**src/hdl/gne_ram.sv**
```systemverilog
// generic simple dual-port ram with registered read
`timescale 1ns / 1ps

module gne_ram #(
  parameter int unsigned WIDTH = 8,
  parameter int unsigned DEPTH = 16,
  parameter int unsigned AW    = (DEPTH > 1) ? $clog2(DEPTH) : 1
) (
  input  logic             clk_i,
  input  logic             we_i,
  input  logic [AW-1:0]    waddr_i,
  input  logic [WIDTH-1:0] wdata_i,
  input  logic [AW-1:0]    raddr_i,
  output logic [WIDTH-1:0] rdata_o
);

  logic [WIDTH-1:0] mem_q [DEPTH];
  logic [WIDTH-1:0] rdata_q;

  always_ff @(posedge clk_i) begin
    if (we_i) begin
      mem_q[waddr_i] <= wdata_i;
    end
    rdata_q <= mem_q[raddr_i];
  end

  assign rdata_o = rdata_q;

endmodule

```
**config.mk**
```make
export PLATFORM = sky130hd
export DESIGN_NAME = gne_ram
export DESIGN_NICKNAME = d
export VERILOG_FILES = /design/src/hdl/gne_ram.sv
export SDC_FILE = /design/constraint.sdc
export NUM_CORES = 1
export LEC_CHECK = 0
export ABC_AREA = 1
export BUFFER_PORTS_ARGS = -buffer_cell sky130_fd_sc_hd__buf_4
export CAP_MARGIN = 20
export CORE_AREA = 2 2 127 129
export DETAILED_ROUTE_END_ITERATION = 10
export DIE_AREA = 0 0 129 131
export PLACE_DENSITY_LB_ADDON = 0.15
export REMOVE_ABC_BUFFERS = 1
export SLEW_MARGIN = 5
export SYNTH_ARGS = -nofsm -noshare
export SYNTH_HDL_FRONTEND = slang
export SYNTH_SLANG_ARGS = --single-unit
```
**constraint.sdc**
```tcl
create_clock -name clk_i -period 1.4 [get_ports clk_i]
set_input_delay 0.28 -clock clk_i [delete_from_list [all_inputs] [get_ports clk_i]]
set_output_delay 0.28 -clock clk_i [all_outputs]
set_load 0.02 [all_outputs]
```
== Word-level counts from Yosys, hierarchy flattened ==
Memory sizes are Yosys's and may differ from the RTL's. A register that Yosys moved wholly into a read port is not among the register bits.
Cells that the tools add are included.

* Bits in registers: 0
* Memory bits (writable): 128
* Bits of input ports: 18
* Output and inout bits: 8
* Word-level logic and storage cells: 3
* Memories: 1

{| class="wikitable"
|+ Memory list
! name !! depth !! bits a word !! read ports !! clocked after Yosys merged registers in !! wr ports !! RTL line !! source
|-
| mem_q || 16 || 8 || 1 || 1 || 1 || 17 || <nowiki>logic [WIDTH-1:0] mem_q [DEPTH];</nowiki>
|}

* Muxes and demuxes: 2

{| class="wikitable"
|+ Operator list
! kind !! count
|-
| 1-bit two-way mux || 2
|}

== Logic depth before layout (Yosys ltp) ==
Gate-level depths: netlist of run 1.

* Depth in word-level cells: 2
* Depth in mapped cells: 8
* Depth with buffers taken out: 7

== Least setup slack after synthesis of run 1 ==
OpenSTA, ideal clock, no wires.

* Kind: input-to-reg
* Start: in waddr_i[2]
* End: mem mem_q[10][0], enable pin
* Library setup time: 370 ps
* Data arrival time: 861 ps
* Path slack: 169 ps
* Stages on the path: 2
* Path buffers: 0
* Cells stage by stage: nand3b_1 > nor2_1

{| class="wikitable"
|+ RTL lines
! what !! RTL line !! source
|-
| from (decl) || 11 || <nowiki>input logic [AW-1:0] waddr_i,</nowiki>
|-
| to (decl) || 17 ||
|}

Straight into the memory's write port.

== Worst setup path in the final report of run 1 ==
* Start: reg rdata_q[7] (netlist: rdata_o[7]) (read register of mem_q)
* End: out rdata_o[7]

{| class="wikitable"
|+ RTL lines
! what !! RTL line !! source
|-
| from (decl) || 18 || <nowiki>logic [WIDTH-1:0] rdata_q;</nowiki>
|-
| to (decl) || 14 || <nowiki>output logic [WIDTH-1:0] rdata_o</nowiki>
|}

No word-level cell between the ends.

==> results summary, run 1 <==
The flow ran to the end, and the final reports show no timing, DRC or antenna violations. The async set-or-reset flop fraction in the synthesized netlist came out at 0%. The source-to-sink clock delay at the later pin of the worst-skew pair is slightly above 0.4 ns.

Global routing finished with a remaining overflow of 0. The number of gates resized after CTS is 0. The largest clock skew in the final design came out at 0.009372 ns. The number of instances in the synthesized netlist is around 550. The post-CTS setup-driven buffer insertion count came out at 0. The area share of the leading cell type in the synthesized netlist came out at 66.65%. The area of the die came out at between 0.015 and 0.02 mm². IR analysis of the VDD net gives a maximum drop of 0.0008697 V. The power per cell area is 1339 mW/mm². Of all nets on the critical path, the largest fanout is 1. The initial utilization of the core area, before any placement, comes to 36.97%. Ranked by total cell area, the synthesized netlist is headed by sky130_fd_sc_hd__edfxtp_1 (67%), sky130_fd_sc_hd__nand2_1 (11%), sky130_fd_sc_hd__nand3_1 (8.4%). The global-route wire length before repair is 20,360 µm.

The analysis attributes to cell leakage a power of about 0.0030 µW. The largest individual stage delay along the critical path comes from the cell sky130_fd_sc_hd__dfxtp_1. Across every metal layer, demand over resource in global routing totals 16.52%. The pin count of the biggest net entering global routing is 65. The kind of end point of the critical path is an output port. The number of clock buffers added by TritonCTS is 17. STA classifies the critical path startpoint as a register. The start-to-end type of the worst setup path is register to output port. The routed via count divided by cell count is 4.543. The post-layout net count is 616. The first-pass iteration count of the detailed router is 4. The placeable core region is 0.01560 mm².

After clock tree synthesis, the clock-pin slew on the worst setup and hold paths is approximately 0.05 ns. The routed design has 12,740 µm of wire. The number of buffers between clock root and the deepest sink is 2. The initialized floorplan defines 46 standard-cell rows.

The CTS sink count came out at 136. The number of placed I/O pins is 26. The share of the cycle needed by the critical path after routing came out at 85.73%.

The top cell family by delay on the critical path is flip-flops. Yosys mapped the design onto 12 distinct sky130hd cell types. The reported max-cap violation count is 0. The synthesis warning total is 0. The sequential cell area fraction in the yosys report came out at 69.43%. The worst register-to-register path begins at mem_q[8][1]. The remaining design rule violation count is 0.

The path class of the tightest hold or removal check is input pin to register. The via count of the first global-routing pass came out at 3,884. The max-slew violation total from the final report is 0.

Data arrives at the worst endpoint at 0.92 ns. The required time at the endpoint of the critical path came out at ~1.1 ns. The average cell area after synthesis came out at 10.47 µm². Headroom to the max-slew limit came out at 79.63%. The average detailed-routed wire length per instance came out at 15.40 µm. The depth of the CTS H-tree is 4. The initial antenna violation count is 0. The number of buffers added to fix hold violations after cts is 0.

In the synthesized netlist the dominant register cell turns out to be sky130_fd_sc_hd__edfxtp_1. The setup TNS after final layout came out at 0 ns. The total number of vias came out at approximately 3,800. The reg-to-reg setup timing slack came out at 0.44 ns. Yosys instantiated no cell more often than sky130_fd_sc_hd__nand2_1.

The synthesized design contains 128 enable-type register cells. The count of endpoints failing hold in the final timing report is 0. The source of the worst hold timing path is wdata_i[5]. Sorting the synthesized cells by how often they occur yields sky130_fd_sc_hd__nand2_1 (173), sky130_fd_sc_hd__edfxtp_1 (128), sky130_fd_sc_hd__inv_1 (100), sky130_fd_sc_hd__nand3_1 (97), sky130_fd_sc_hd__nor2_1 (17).

The number of buffers and inverters on the critical path is 1. In this run, synthesis produced a sequential element count of 136. In this run the cell area of the synthesized design comes to approximately 0.0058 mm².

The die width came out at 129 µm. The area added between synthesis and finish came out at 18.55%. The height of the chip came out at 131 µm. Measured on the finished design, the core utilization comes to 43.83%. The upper clock frequency limit is roughly 830 MHz.

The setup-violating endpoint count in the final report is 0. The path with the worst hold slack has its endpoint at mem_q[12][5]. The post-DP HPWL is 8312 µm.

TritonCTS built the clock tree. The critical register-to-register path endpoint is rdata_o[1]. For the pin with the worst max-slew slack, the measured transition is 0.3052 ns. The length in cells of the worst reg-to-reg path came out at 6. The share of cells above drive strength 1 came out at 12.77%. The cell type with the largest total area after synthesis is sky130_fd_sc_hd__edfxtp_1. The weighted congestion at the end of routability-driven global placement is 0.7798. Setup repair after global routing left no endpoint under its margin. The cell at the root of the clock tree is sky130_fd_sc_hd__clkbuf_16. The number of antenna-violating nets in the routed design came out at 0.

Input and output buffers added on the ports amount to 25. The detailed router finished its first iteration with 244 violations. The signal on the critical path passes through buf_4. The count of inserted antenna diode cells came out at 0.

The cell depth of the worst hold path is 1. For this run, the slowest stage of the critical path takes 0.35 ns. The time the final worst path needs with I/O delays and setup is approximately 1.2 ns.
flip-flops by register name, summed over array words and instances (netlist names):
name,count
rdata_o,8
mem_q,128
worst reg2reg max path: stages (launching register included):
cell,delay [ns]
sky130_fd_sc_hd__edfxtp_1,0.35
sky130_fd_sc_hd__inv_1,0.06
sky130_fd_sc_hd__nand2_1,0.06
sky130_fd_sc_hd__nand3_1,0.08
sky130_fd_sc_hd__nand3_1,0.09
sky130_fd_sc_hd__nand3_1,0.13
sky130_fd_sc_hd__nand2_1,0.06
final cells by class:
class,count,area (µm²)
Clock buffer,28,506.7
Clock inverter,4,18.77
Fill cell,1507,8761
Inverter,102,382.9
Multi-Input combinational cell,289,1214
Sequential cell,136,4004
Tap cell,216,270.3
Timing Repair Buffer,52,440.4
layout by cell type (no fill, tap or decap), drive strengths merged:
master and count:
nand2 173, edfxtp 128, inv 102, nand3 97, buf 52, clkbuf 28
nor2 17, dfxtp 8, clkinv 4, nand3b 2
cells by family (layout without fill, tap and decap cells):
family | count (synthesis) | count (layout) | share of synthesized area, %
DFF | 136 | 136 | 69.43
and+or+nand+nor | 289 | 289 | 21.05
buffers and inverters | 126 | 186 | 9.525
per-layer routing:
layer | vias up | routed length (µm) | GRT usage [%]
met3 | 18 | 544 | 3.787
met1 | 1797 | 6141 | 21.87
met5 | - | 0 | 0
met2 | 76 | 5824 | 26.42
met4 | 0 | 229 | 6.841
li1 | 1866 | - | -
metrics by stage:
step	hold WS [ns]	setup WS (ns)	instances	power [µW]	area, µm²
2_1_floorplan	0.3789	0.1395	527	4937	5600
3_3_place_gp	0.5874	0.1107	795	5281	6311
3_5_place_dp	0.5914	0.07478	795	5288	6311
4_1_cts	0.1597	0.1786	827	9242	6837
5_1_grt	0.1681	0.1666	827	9494	6837
6_report	0.1690	0.1998	827	9152	6837
where the power goes:
group	total, µW	internal (µW)	switching (µW)
Sequential	4580	4550	30.3
Clock	3960	2440	1520
Combinational	609	213	396
Total	9150	7200	1950
worst max path at each step:
stage / from / end / slack, ns / cells after the start
final: rdata_o[7] / rdata_o[7] / 0.20 / 1
after global placement: raddr_i[0] / rdata_o[1] / 0.11 / 8
after floorplan: raddr_i[0] / rdata_o[2] / 0.14 / 6
after global routing: rdata_o[0] / rdata_o[0] / 0.17 / 1
after detailed placement: raddr_i[0] / rdata_o[1] / 0.07 / 8
after CTS: rdata_o[0] / rdata_o[0] / 0.18 / 1
Power figures use the tool's default switching activity.
==> run 2, diff against run 1 <==
--- a/config.mk
+++ b/config.mk
@@ -7,12 +7,10 @@
 export LEC_CHECK = 0
 export ABC_AREA = 1
 export BUFFER_PORTS_ARGS = -buffer_cell sky130_fd_sc_hd__buf_4
-export CAP_MARGIN = 20
 export CORE_AREA = 2 2 127 129
 export DETAILED_ROUTE_END_ITERATION = 10
 export DIE_AREA = 0 0 129 131
 export PLACE_DENSITY_LB_ADDON = 0.15
-export REMOVE_ABC_BUFFERS = 1
 export SLEW_MARGIN = 5
 export SYNTH_ARGS = -nofsm -noshare
 export SYNTH_HDL_FRONTEND = slang
==> run 2 against run 1 <==
  * Highest routed layer unchanged
  * Core utilization barely moved
  * Power is 0.84% higher
  * Setup slack worse by 0.029 ns
  * Non-clock buffer count down 1
==> results summary, run 2 (same netlist as run 1, synthesis figures left out) <==
The number of violations reported at the end of detailed-routing iteration 0 came out at 210 (was 244). The routed via count divided by cell count is 4.530 (was 4.543). The final core utilization came out at 43.87% (was 43.83%). The source-to-sink clock delay at the later pin of the worst-skew pair is 0.41 ns (about the same). The area of the die came out at 0.01690 mm² (unchanged). The power per cell area was 1349 mW/mm² (was 1339 mW/mm²). The kind of end point of the critical path is an output port (unchanged). The height of the chip is 131 µm (unchanged). The die width is 129 µm (unchanged).

The most common cell after layout, fill and taps aside is sky130_fd_sc_hd__nand2_1 (unchanged). The highest fanout seen on the critical path is 1 (unchanged). The total power draw is 9229 µW (was 9152 µW). The post-DP HPWL is 8349 µm (was 8312 µm). The area added between synthesis and finish is 18.66% (was 18.55%). The setup TNS after final layout is 0 ns (unchanged). The clock slew seen by the registers of the worst setup and hold paths is 0.06 ns (was 0.05 ns).

The number of placed I/O pins was 26 (unchanged). The arrival time of the worst setup path is 0.95 ns (was 0.92 ns). The initial antenna violation count came to 0 (unchanged). Result of the run: complete, no violations (unchanged). The first-pass iteration count of the detailed router came out at 4 (unchanged).

Ordered cell list for the critical path: buf_4 (unchanged). The number of antenna-violating nets in the routed design came out at 0 (unchanged). The top cell family by delay on the critical path is flip-flops (unchanged). The final routed wirelength across all metal layers was 13,720 µm (was 12,740 µm). Most used cells in the layout excluding fill and tap cells: sky130_fd_sc_hd__nand2_1 (173), sky130_fd_sc_hd__edfxtp_1 (128), sky130_fd_sc_hd__inv_1 (100), sky130_fd_sc_hd__nand3_1 (97), sky130_fd_sc_hd__buf_4 (46) (was sky130_fd_sc_hd__nand2_1 (173), sky130_fd_sc_hd__edfxtp_1 (128), sky130_fd_sc_hd__inv_1 (100), sky130_fd_sc_hd__nand3_1 (97), sky130_fd_sc_hd__buf_4 (48)). The internal power is 7180 µW (was 7203 µW). The post-layout net count is 615 (was 616). The number of placement rows is 46 (unchanged).

The actual transition at the worst max-transition pin came out at 0.3260 ns (was 0.3052 ns). The required time at the endpoint of the critical path came out at 1.12 ns (about the same). The upper clock frequency limit is 813.5 MHz (was 833.2 MHz). The clock group share of total power is 43.3% (was 43.2%).

The remaining design rule violation count came out at 0 (unchanged). The number of buffers between clock root and the deepest sink came out at 2 (unchanged). The number of buffers added to fix hold violations after cts is 0 (unchanged). The average detailed-routed wire length per instance is 16.62 µm (was 15.40 µm).

The critical path launch point type was a register (unchanged). The count of endpoints failing hold in the final timing report is 0 (unchanged). The relative slew slack came out at 78.24% (was 79.63%).

The worst-case vdd ir drop was 0.0006662 V (was 0.0008697 V). The number of flip-flops under the largest register name is 128 (unchanged). The time the final worst path needs with I/O delays and setup came out at 1.229 ns (was 1.200 ns). The start-to-end type of the worst setup path was register to output port (unchanged). The setup slack after layout is 0.1708 ns (was 0.1998 ns).

The top register by number of flip-flops is mem_q (unchanged). The pin count of the biggest net entering global routing came to 40 (was 65). Unrepaired setup endpoints after global routing: no (unchanged). The logic gate share of total power came out at 7.0% (was 6.7%). The net switching power came out at 2049 µW (was 1949 µW).

The CTS sink count came to 136 (unchanged). The cell at the root of the clock tree is sky130_fd_sc_hd__clkbuf_16 (unchanged). The placeable core region is 0.01560 mm² (unchanged). The post-CTS setup-driven buffer insertion count came out at 0 (unchanged). The cell with the biggest individual delay on the critical path is sky130_fd_sc_hd__dfxtp_1 (unchanged). The type of the worst min-delay path is input pin to register (unchanged). The leftover overflow at the end of global routing is 0 (unchanged).

The standby leakage power was 0.002958 µW (was 0.002954 µW). The global-route wire length before repair came out at 20,800 µm (was 20,360 µm). The largest stage delay on the critical path came out at 0.38 ns (was 0.35 ns). The number of gates resized after CTS is 0 (unchanged). Counting every net in the synthesized netlist gives approximately 570.

The count of buffers from port buffering came to 25 (unchanged). The share of cells above drive strength 1 was 13.28% (was 12.77%). The total routing resource utilization after global routing is 17.25% (was 16.52%).

The weighted congestion at the end of routability-driven global placement is 0.8000 (was 0.7798). The via count of the first global-routing pass is 3,529 (was 3,884). The relative contribution of sequential cells to total power came out at 49.6% (was 50.1%). The worst path buffer plus inverter count came out at 1 (unchanged). The number of cells in the finished layout apart from fillers came to 826 (was 827). The post-placement setup slack came out at 0.02734 ns (was 0.07478 ns). The max-slew violation total from the final report came out at 0 (unchanged). The instance count after placement with tap cells included was 794 (was 795). The share of the cycle needed by the critical path after routing came out at 87.80% (was 85.73%). The setup-violating endpoint count in the final report was 0 (unchanged).

The effective utilization at floorplan was 36.97% (unchanged). The largest clock skew in the final design came out at 0.008200 ns (was 0.009372 ns). The total number of vias is 3,742 (was 3,757). The reported max-cap violation count came out at 0 (unchanged). The count of inserted antenna diode cells came to 0 (unchanged). The clock buffer count from CTS is 17 (unchanged). The clock tree from TritonCTS was yes (unchanged). The depth of the CTS H-tree is 4 (unchanged).

The number of fill cells in the layout came out at 1,511 (was 1,507). The net switching fraction of the power came to 22.20% (was 21.29%).
[run 2: area by class of cell]
| type | count | area (µm²) | area share, % |
|---|---|---|---|
| flip-flops and latches | 136 | 4004 | 58.51 |
| well taps | 216 | 270.3 | 3.950 |
| inverters | 102 | 382.9 | 5.595 |
| repair buffers | 51 | 445.4 | 6.509 |
| clock inverters | 11 | 86.33 | 1.262 |
| clock buffers | 21 | 440.4 | 6.436 |
| multi-input cells | 289 | 1214 | 17.74 |
[run 2: stage by stage]
stage / hold WS, ns / cell area (µm²)
2_1_floorplan: 0.3789 / 5767
3_3_place_gp: 0.6233 / 6316
3_5_place_dp: 0.6256 / 6316
4_1_cts: 0.1946 / 6843
5_1_grt: 0.2048 / 6843
6_report: 0.2112 / 6843
[run 2: final timing paths]
path                                    from           end  slack [ns]  depth (start not counted)
worst max-delay path              rdata_o[6]    rdata_o[6]        0.17                          1
worst min-delay path              wdata_i[3]  mem_q[10][3]        0.21                          1
worst max register to register   mem_q[1][5]    rdata_o[5]        0.36                          6
worst min register to register  mem_q[10][7]    rdata_o[7]        0.65                          6
[run 2: worst register-to-register path: stages, from the launching register on]
cell                       delay, ns
sky130_fd_sc_hd__edfxtp_1       0.35
sky130_fd_sc_hd__inv_1          0.06
sky130_fd_sc_hd__nand2_1        0.04
sky130_fd_sc_hd__nand3_1        0.09
sky130_fd_sc_hd__nand3_1        0.18
sky130_fd_sc_hd__nand3_1        0.12
sky130_fd_sc_hd__nand2_1        0.08
[run 2: power groups by stage]
| stage | clock network, µW | logic, µW | registers [µW] |
|---|---|---|---|
| 5_1_grt | 4210 | 713 | 4590 |
| 3_3_place_gp | 0 | 651 | 4670 |
| 3_5_place_dp | 0 | 655 | 4670 |
| 6_report | 4000 | 647 | 4580 |
| 4_1_cts | 4060 | 658 | 4580 |
| 2_1_floorplan | 0 | 321 | 4690 |
[run 2: routing by layer]
layer  up-vias  GRT usage, %  wire length, µm  part of all wire [%]
li1       1866             -                -                     -
met1      1765         22.90             6185                    45
met2        98         27.61             6514                    47
met3        13         4.194              811                   5.9
met4         0         6.586              212                   1.5
met5         -             0                0                     0
==> run 3, diff against run 2 <==
--- a/config.mk
+++ b/config.mk
@@ -5,11 +5,10 @@
 export SDC_FILE = /design/constraint.sdc
 export NUM_CORES = 1
 export LEC_CHECK = 0
-export ABC_AREA = 1
 export BUFFER_PORTS_ARGS = -buffer_cell sky130_fd_sc_hd__buf_4
-export CORE_AREA = 2 2 127 129
+export CORE_AREA = 2 2 120 122
 export DETAILED_ROUTE_END_ITERATION = 10
-export DIE_AREA = 0 0 129 131
+export DIE_AREA = 0 0 122 124
 export PLACE_DENSITY_LB_ADDON = 0.15
 export SLEW_MARGIN = 5
 export SYNTH_ARGS = -nofsm -noshare
==> run 3 against run 2 <==
  * Hold slack got worse by 0.042 ns
  * Register-to-register slack got worse by 0.27 ns
  * Count of clock-buffer cells in the layout grew 2
  * Maximum frequency fell by 6.5%
  * Critical path depth up 3
  * Die area down 10%
  * Non-clock buffer count increased by 6
  * Via count decreased by 36%
  * Clock skew shrank 0.0049 ns
  * Cell count shrank 41%
  * Sequential share of layout area up 3.8 points
  * First-iteration DRC count rose by 24%
  * Highest routed layer unchanged
==> results summary, run 3 <==
Result of the run: complete, no violations (unchanged). The CTS sink count was 136 (unchanged). The number of placement rows is 43 (was 46). The top register by number of flip-flops is mem_q (unchanged).

The share of the cycle needed by the critical path after routing came out at 93.91% (was 87.80%). The pin count of the biggest net entering global routing came out at 17 (was 40). The number of antenna-violating nets in the routed design is 0 (unchanged). The remaining design rule violation count is 0 (unchanged). The relative slew slack was 40.90% (was 78.24%). The synthesized-area fraction occupied by ao, oa, aoi and oai cells came out at 2.333% (was 0%). The upper clock frequency limit is 760.6 MHz (was 813.5 MHz).

The cell type with the largest total area after synthesis is sky130_fd_sc_hd__edfxtp_1 (unchanged). The launching point of the worst reg2reg path is mem_q[0][6] (was mem_q[1][5]). The sequential cell area fraction in the yosys report came out at 77.78% (was 69.43%). The height of the chip is 124 µm (was 131 µm).

The share of synthesized cell area in full adder, half adder and majority cells came out at 0% (unchanged). The final routed wirelength across all metal layers is 10,320 µm (was 13,720 µm). The cell at the root of the clock tree was sky130_fd_sc_hd__clkbuf_16 (unchanged). The area share of and/or/nand/nor cells after synthesis is 3.184% (was 21.05%).

The time the final worst path needs with I/O delays and setup is 1.315 ns (was 1.229 ns). The most common cell after layout, fill and taps aside is sky130_fd_sc_hd__edfxtp_1 (was sky130_fd_sc_hd__nand2_1). The clock buffer count from CTS is 17 (unchanged). The largest clock skew in the final design came out at 0.003321 ns (was 0.008200 ns). The count of state elements after synthesis was 136 (unchanged). The average cell area after synthesis came to 22.48 µm² (was 10.47 µm²). The total power draw came to 9251 µW (was 9229 µW).

The setup TNS after final layout came to 0 ns (unchanged). The mux share of post-synthesis cell area came out at 15.02% (was 0%). Commonest cells post-synth: sky130_fd_sc_hd__edfxtp_1 (128), sky130_fd_sc_hd__mux4_2 (18), sky130_fd_sc_hd__a22oi_1 (16), sky130_fd_sc_hd__mux4_1 (14), sky130_fd_sc_hd__nor2_1 (13) (was sky130_fd_sc_hd__nand2_1 (173), sky130_fd_sc_hd__edfxtp_1 (128), sky130_fd_sc_hd__inv_1 (100), sky130_fd_sc_hd__nand3_1 (97), sky130_fd_sc_hd__nor2_1 (17)). The required time at the endpoint of the critical path is 1.70 ns (was 1.12 ns). The share of cells above drive strength 1 is 37.66% (was 13.28%). The type of the worst min-delay path is input pin to register (unchanged). The setup slack after layout is 0.08530 ns (was 0.1708 ns). The max-slew violation total from the final report came out at 0 (unchanged). The total routing resource utilization after global routing came out at 15.31% (was 17.25%).

The area of the mapped netlist came out at 0.005147 mm² (was 0.005767 mm²). The standby leakage power came out at 0.002201 µW (was 0.002958 µW). The number of fill cells in the layout is 1,183 (was 1,511). The arrival time of the worst setup path is 1.61 ns (was 0.95 ns). The initial antenna violation count came out at 0 (unchanged). The cell depth of the worst hold path is 1 (unchanged).

The final core utilization is 46.84% (was 43.87%). The synthesis warning total was 0 (unchanged). The dominant cell by count in the synthesized netlist is sky130_fd_sc_hd__edfxtp_1 (was sky130_fd_sc_hd__nand2_1).

The number of buffers added to fix hold violations after cts is 0 (unchanged). The post-synthesis share of cell area spent on xor and xnor gates came out at 0% (unchanged). The count of endpoints failing hold in the final timing report came out at 0 (unchanged). The area added between synthesis and finish is 24.84% (was 18.66%). The number of violations reported at the end of detailed-routing iteration 0 came out at 260 (was 210). The leftover overflow at the end of global routing came to 0 (unchanged). The count of inserted antenna diode cells was 0 (unchanged). Cell types with the largest area share after synthesis: sky130_fd_sc_hd__edfxtp_1 (75%), sky130_fd_sc_hd__mux4_2 (7.9%), sky130_fd_sc_hd__mux4_1 (7.1%) (was sky130_fd_sc_hd__edfxtp_1 (67%), sky130_fd_sc_hd__nand2_1 (11%), sky130_fd_sc_hd__nand3_1 (8.4%)). The average detailed-routed wire length per instance came to 21.14 µm (was 16.62 µm). The effective utilization at floorplan came out at 37.52% (was 36.97%). The clock slew seen by the registers of the worst setup and hold paths came out at 0.05 ns (was 0.06 ns). The number of different library cells in the post-synthesis netlist is 19 (was 12). The length in cells of the worst reg-to-reg path is 4 (was 6). The post-CTS setup-driven buffer insertion count is 0 (unchanged). The area of the die came out at 0.01513 mm² (was 0.01690 mm²). The async set-or-reset flop fraction in the synthesized netlist is 0% (unchanged). The number of instances in the synthesized netlist came to 229 (was 551). The number of gates resized after CTS is 1 (was 0). The post-layout net count is 313 (was 615).

The most used flip-flop cell after synthesis is sky130_fd_sc_hd__edfxtp_1 (unchanged). The area share of the leading cell type in the synthesized netlist is 74.67% (was 66.65%). The number of placed I/O pins came out at 26 (unchanged). Unrepaired setup endpoints after global routing: no (unchanged). The depth of the CTS H-tree came out at 4 (unchanged). The worst-case vdd ir drop is 0.0008807 V (was 0.0006662 V). The die width came out at 122 µm (was 129 µm). The total number of vias came to 2,404 (was 3,742). The clock tree from TritonCTS was yes (unchanged). The count of buffers from port buffering is 25 (unchanged). The number of flip-flops under the largest register name came out at 128 (unchanged). The combinational family with the most area after synthesis was multiplexers (was simple AND/OR/NAND/NOR gates). The kind of end point of the critical path is a register (was output port).

The placeable core region is 0.01372 mm² (was 0.01560 mm²). The first element of the critical path was mem_q[0][6] (was rdata_o[6]). The first-pass iteration count of the detailed router is 4 (unchanged). The number of enable flip-flop cells after synthesis came to 128 (unchanged). The via count of the first global-routing pass is 2,616 (was 3,529). The reported max-cap violation count is 0 (unchanged).

The routed via count divided by cell count came out at 4.926 (was 4.530). The net count after synthesis came out at 247 (was 569). The post-DP HPWL came out at 6815 µm (was 8349 µm). The power per cell area is 1440 mW/mm² (was 1349 mW/mm²).

The post-placement setup slack came out at -0.3737 ns (was 0.02734 ns). Most used cells in the layout excluding fill and tap cells: sky130_fd_sc_hd__edfxtp_1 (128), sky130_fd_sc_hd__buf_4 (49), sky130_fd_sc_hd__mux4_2 (18), sky130_fd_sc_hd__clkbuf_16 (17), sky130_fd_sc_hd__mux4_1 (14) (was sky130_fd_sc_hd__nand2_1 (173), sky130_fd_sc_hd__edfxtp_1 (128), sky130_fd_sc_hd__inv_1 (100), sky130_fd_sc_hd__nand3_1 (97), sky130_fd_sc_hd__buf_4 (46)). The global-route wire length before repair is 15,680 µm (was 20,800 µm).

The actual transition at the worst max-transition pin came out at 0.8833 ns (was 0.3260 ns). The highest fanout seen on the critical path is 1 (unchanged). The weighted congestion at the end of routability-driven global placement came out at 0.6856 (was 0.8000). The setup-violating endpoint count in the final report is 0 (unchanged). The critical path launch point type is a register (unchanged).

The start-to-end type of the worst setup path was register to register (was register to output port). The source of the worst hold timing path was wdata_i[1] (was wdata_i[3]). The source-to-sink clock delay at the later pin of the worst-skew pair is 0.41 ns (about the same). The number of buffers between clock root and the deepest sink came out at 2 (unchanged).
==> run 3: cell count changes in the layout (fill, tap and decap cells not counted), sizes merged, moves of 4 or more <==
cell | before | now
a22oi | 0 | 16
mux4 | 0 | 32
inv | 102 | 0
nand2 | 173 | 9
nor2 | 17 | 13
nor3 | 0 | 4
buf | 51 | 57
nand3 | 97 | 1
==> run 3: final timing paths <==
kind                   to  slack [ns]
max reg2reg    rdata_o[6]        0.09
min reg2reg    rdata_o[6]        0.67
max            rdata_o[6]        0.09
min          mem_q[12][1]        0.17
==> run 3: worst max-delay path, stage by stage (launching register included) <==
cell                       delay, ns
sky130_fd_sc_hd__edfxtp_1       0.38
sky130_fd_sc_hd__mux4_2         0.47
sky130_fd_sc_hd__a22oi_2        0.16
sky130_fd_sc_hd__buf_4          0.14
sky130_fd_sc_hd__nand2_1        0.05
==> run 3: per-layer routing <==
| metal | share of wire, % | GRT usage [%] |
|---|---|---|
| met5 | 0 | 0 |
| met1 | 46 | 19.41 |
| met2 | 49 | 24.34 |
| met3 | 3.4 | 5.037 |
| met4 | 1.6 | 6.466 |
==> run 3: final cells by class <==
type	instances	area, µm²	area share, %
flip-flops and latches	136	4004	62.31
multi-input cells	83	1109	17.25
repair buffers	57	528.0	8.217
clock buffers	23	488.0	7.593
well taps	180	225.2	3.505
clock inverters	9	72.57	1.129
==> run 3: kinds of logic (layout without fill, tap and decap cells) <==
logic type | Yosys count | in the layout
AOI/OAI and AO/OA | 16 | 16
buffers and inverters | 10 | 89
DFF | 136 | 136
muxes | 32 | 32
and+or+nand+nor | 35 | 35
==> run 3: stage by stage <==
stage | hold WS (ns) | area (µm²) | std cells
after global placement | 0.5835 | 5846 | 456
after floorplan | 0.3789 | 5186 | 229
after global routing | 0.1690 | 6426 | 488
after detailed placement | 0.5938 | 5846 | 456
final | 0.1693 | 6426 | 488
after CTS | 0.1567 | 6411 | 488
==> run 3: power by group <==
group          switching, µW  internal [µW]  leakage (µW)
logic                    281            254      0.000695
registers               27.4           4550       0.00122
clock network           1530           2600      0.000282
total                   1840           7410       0.00220
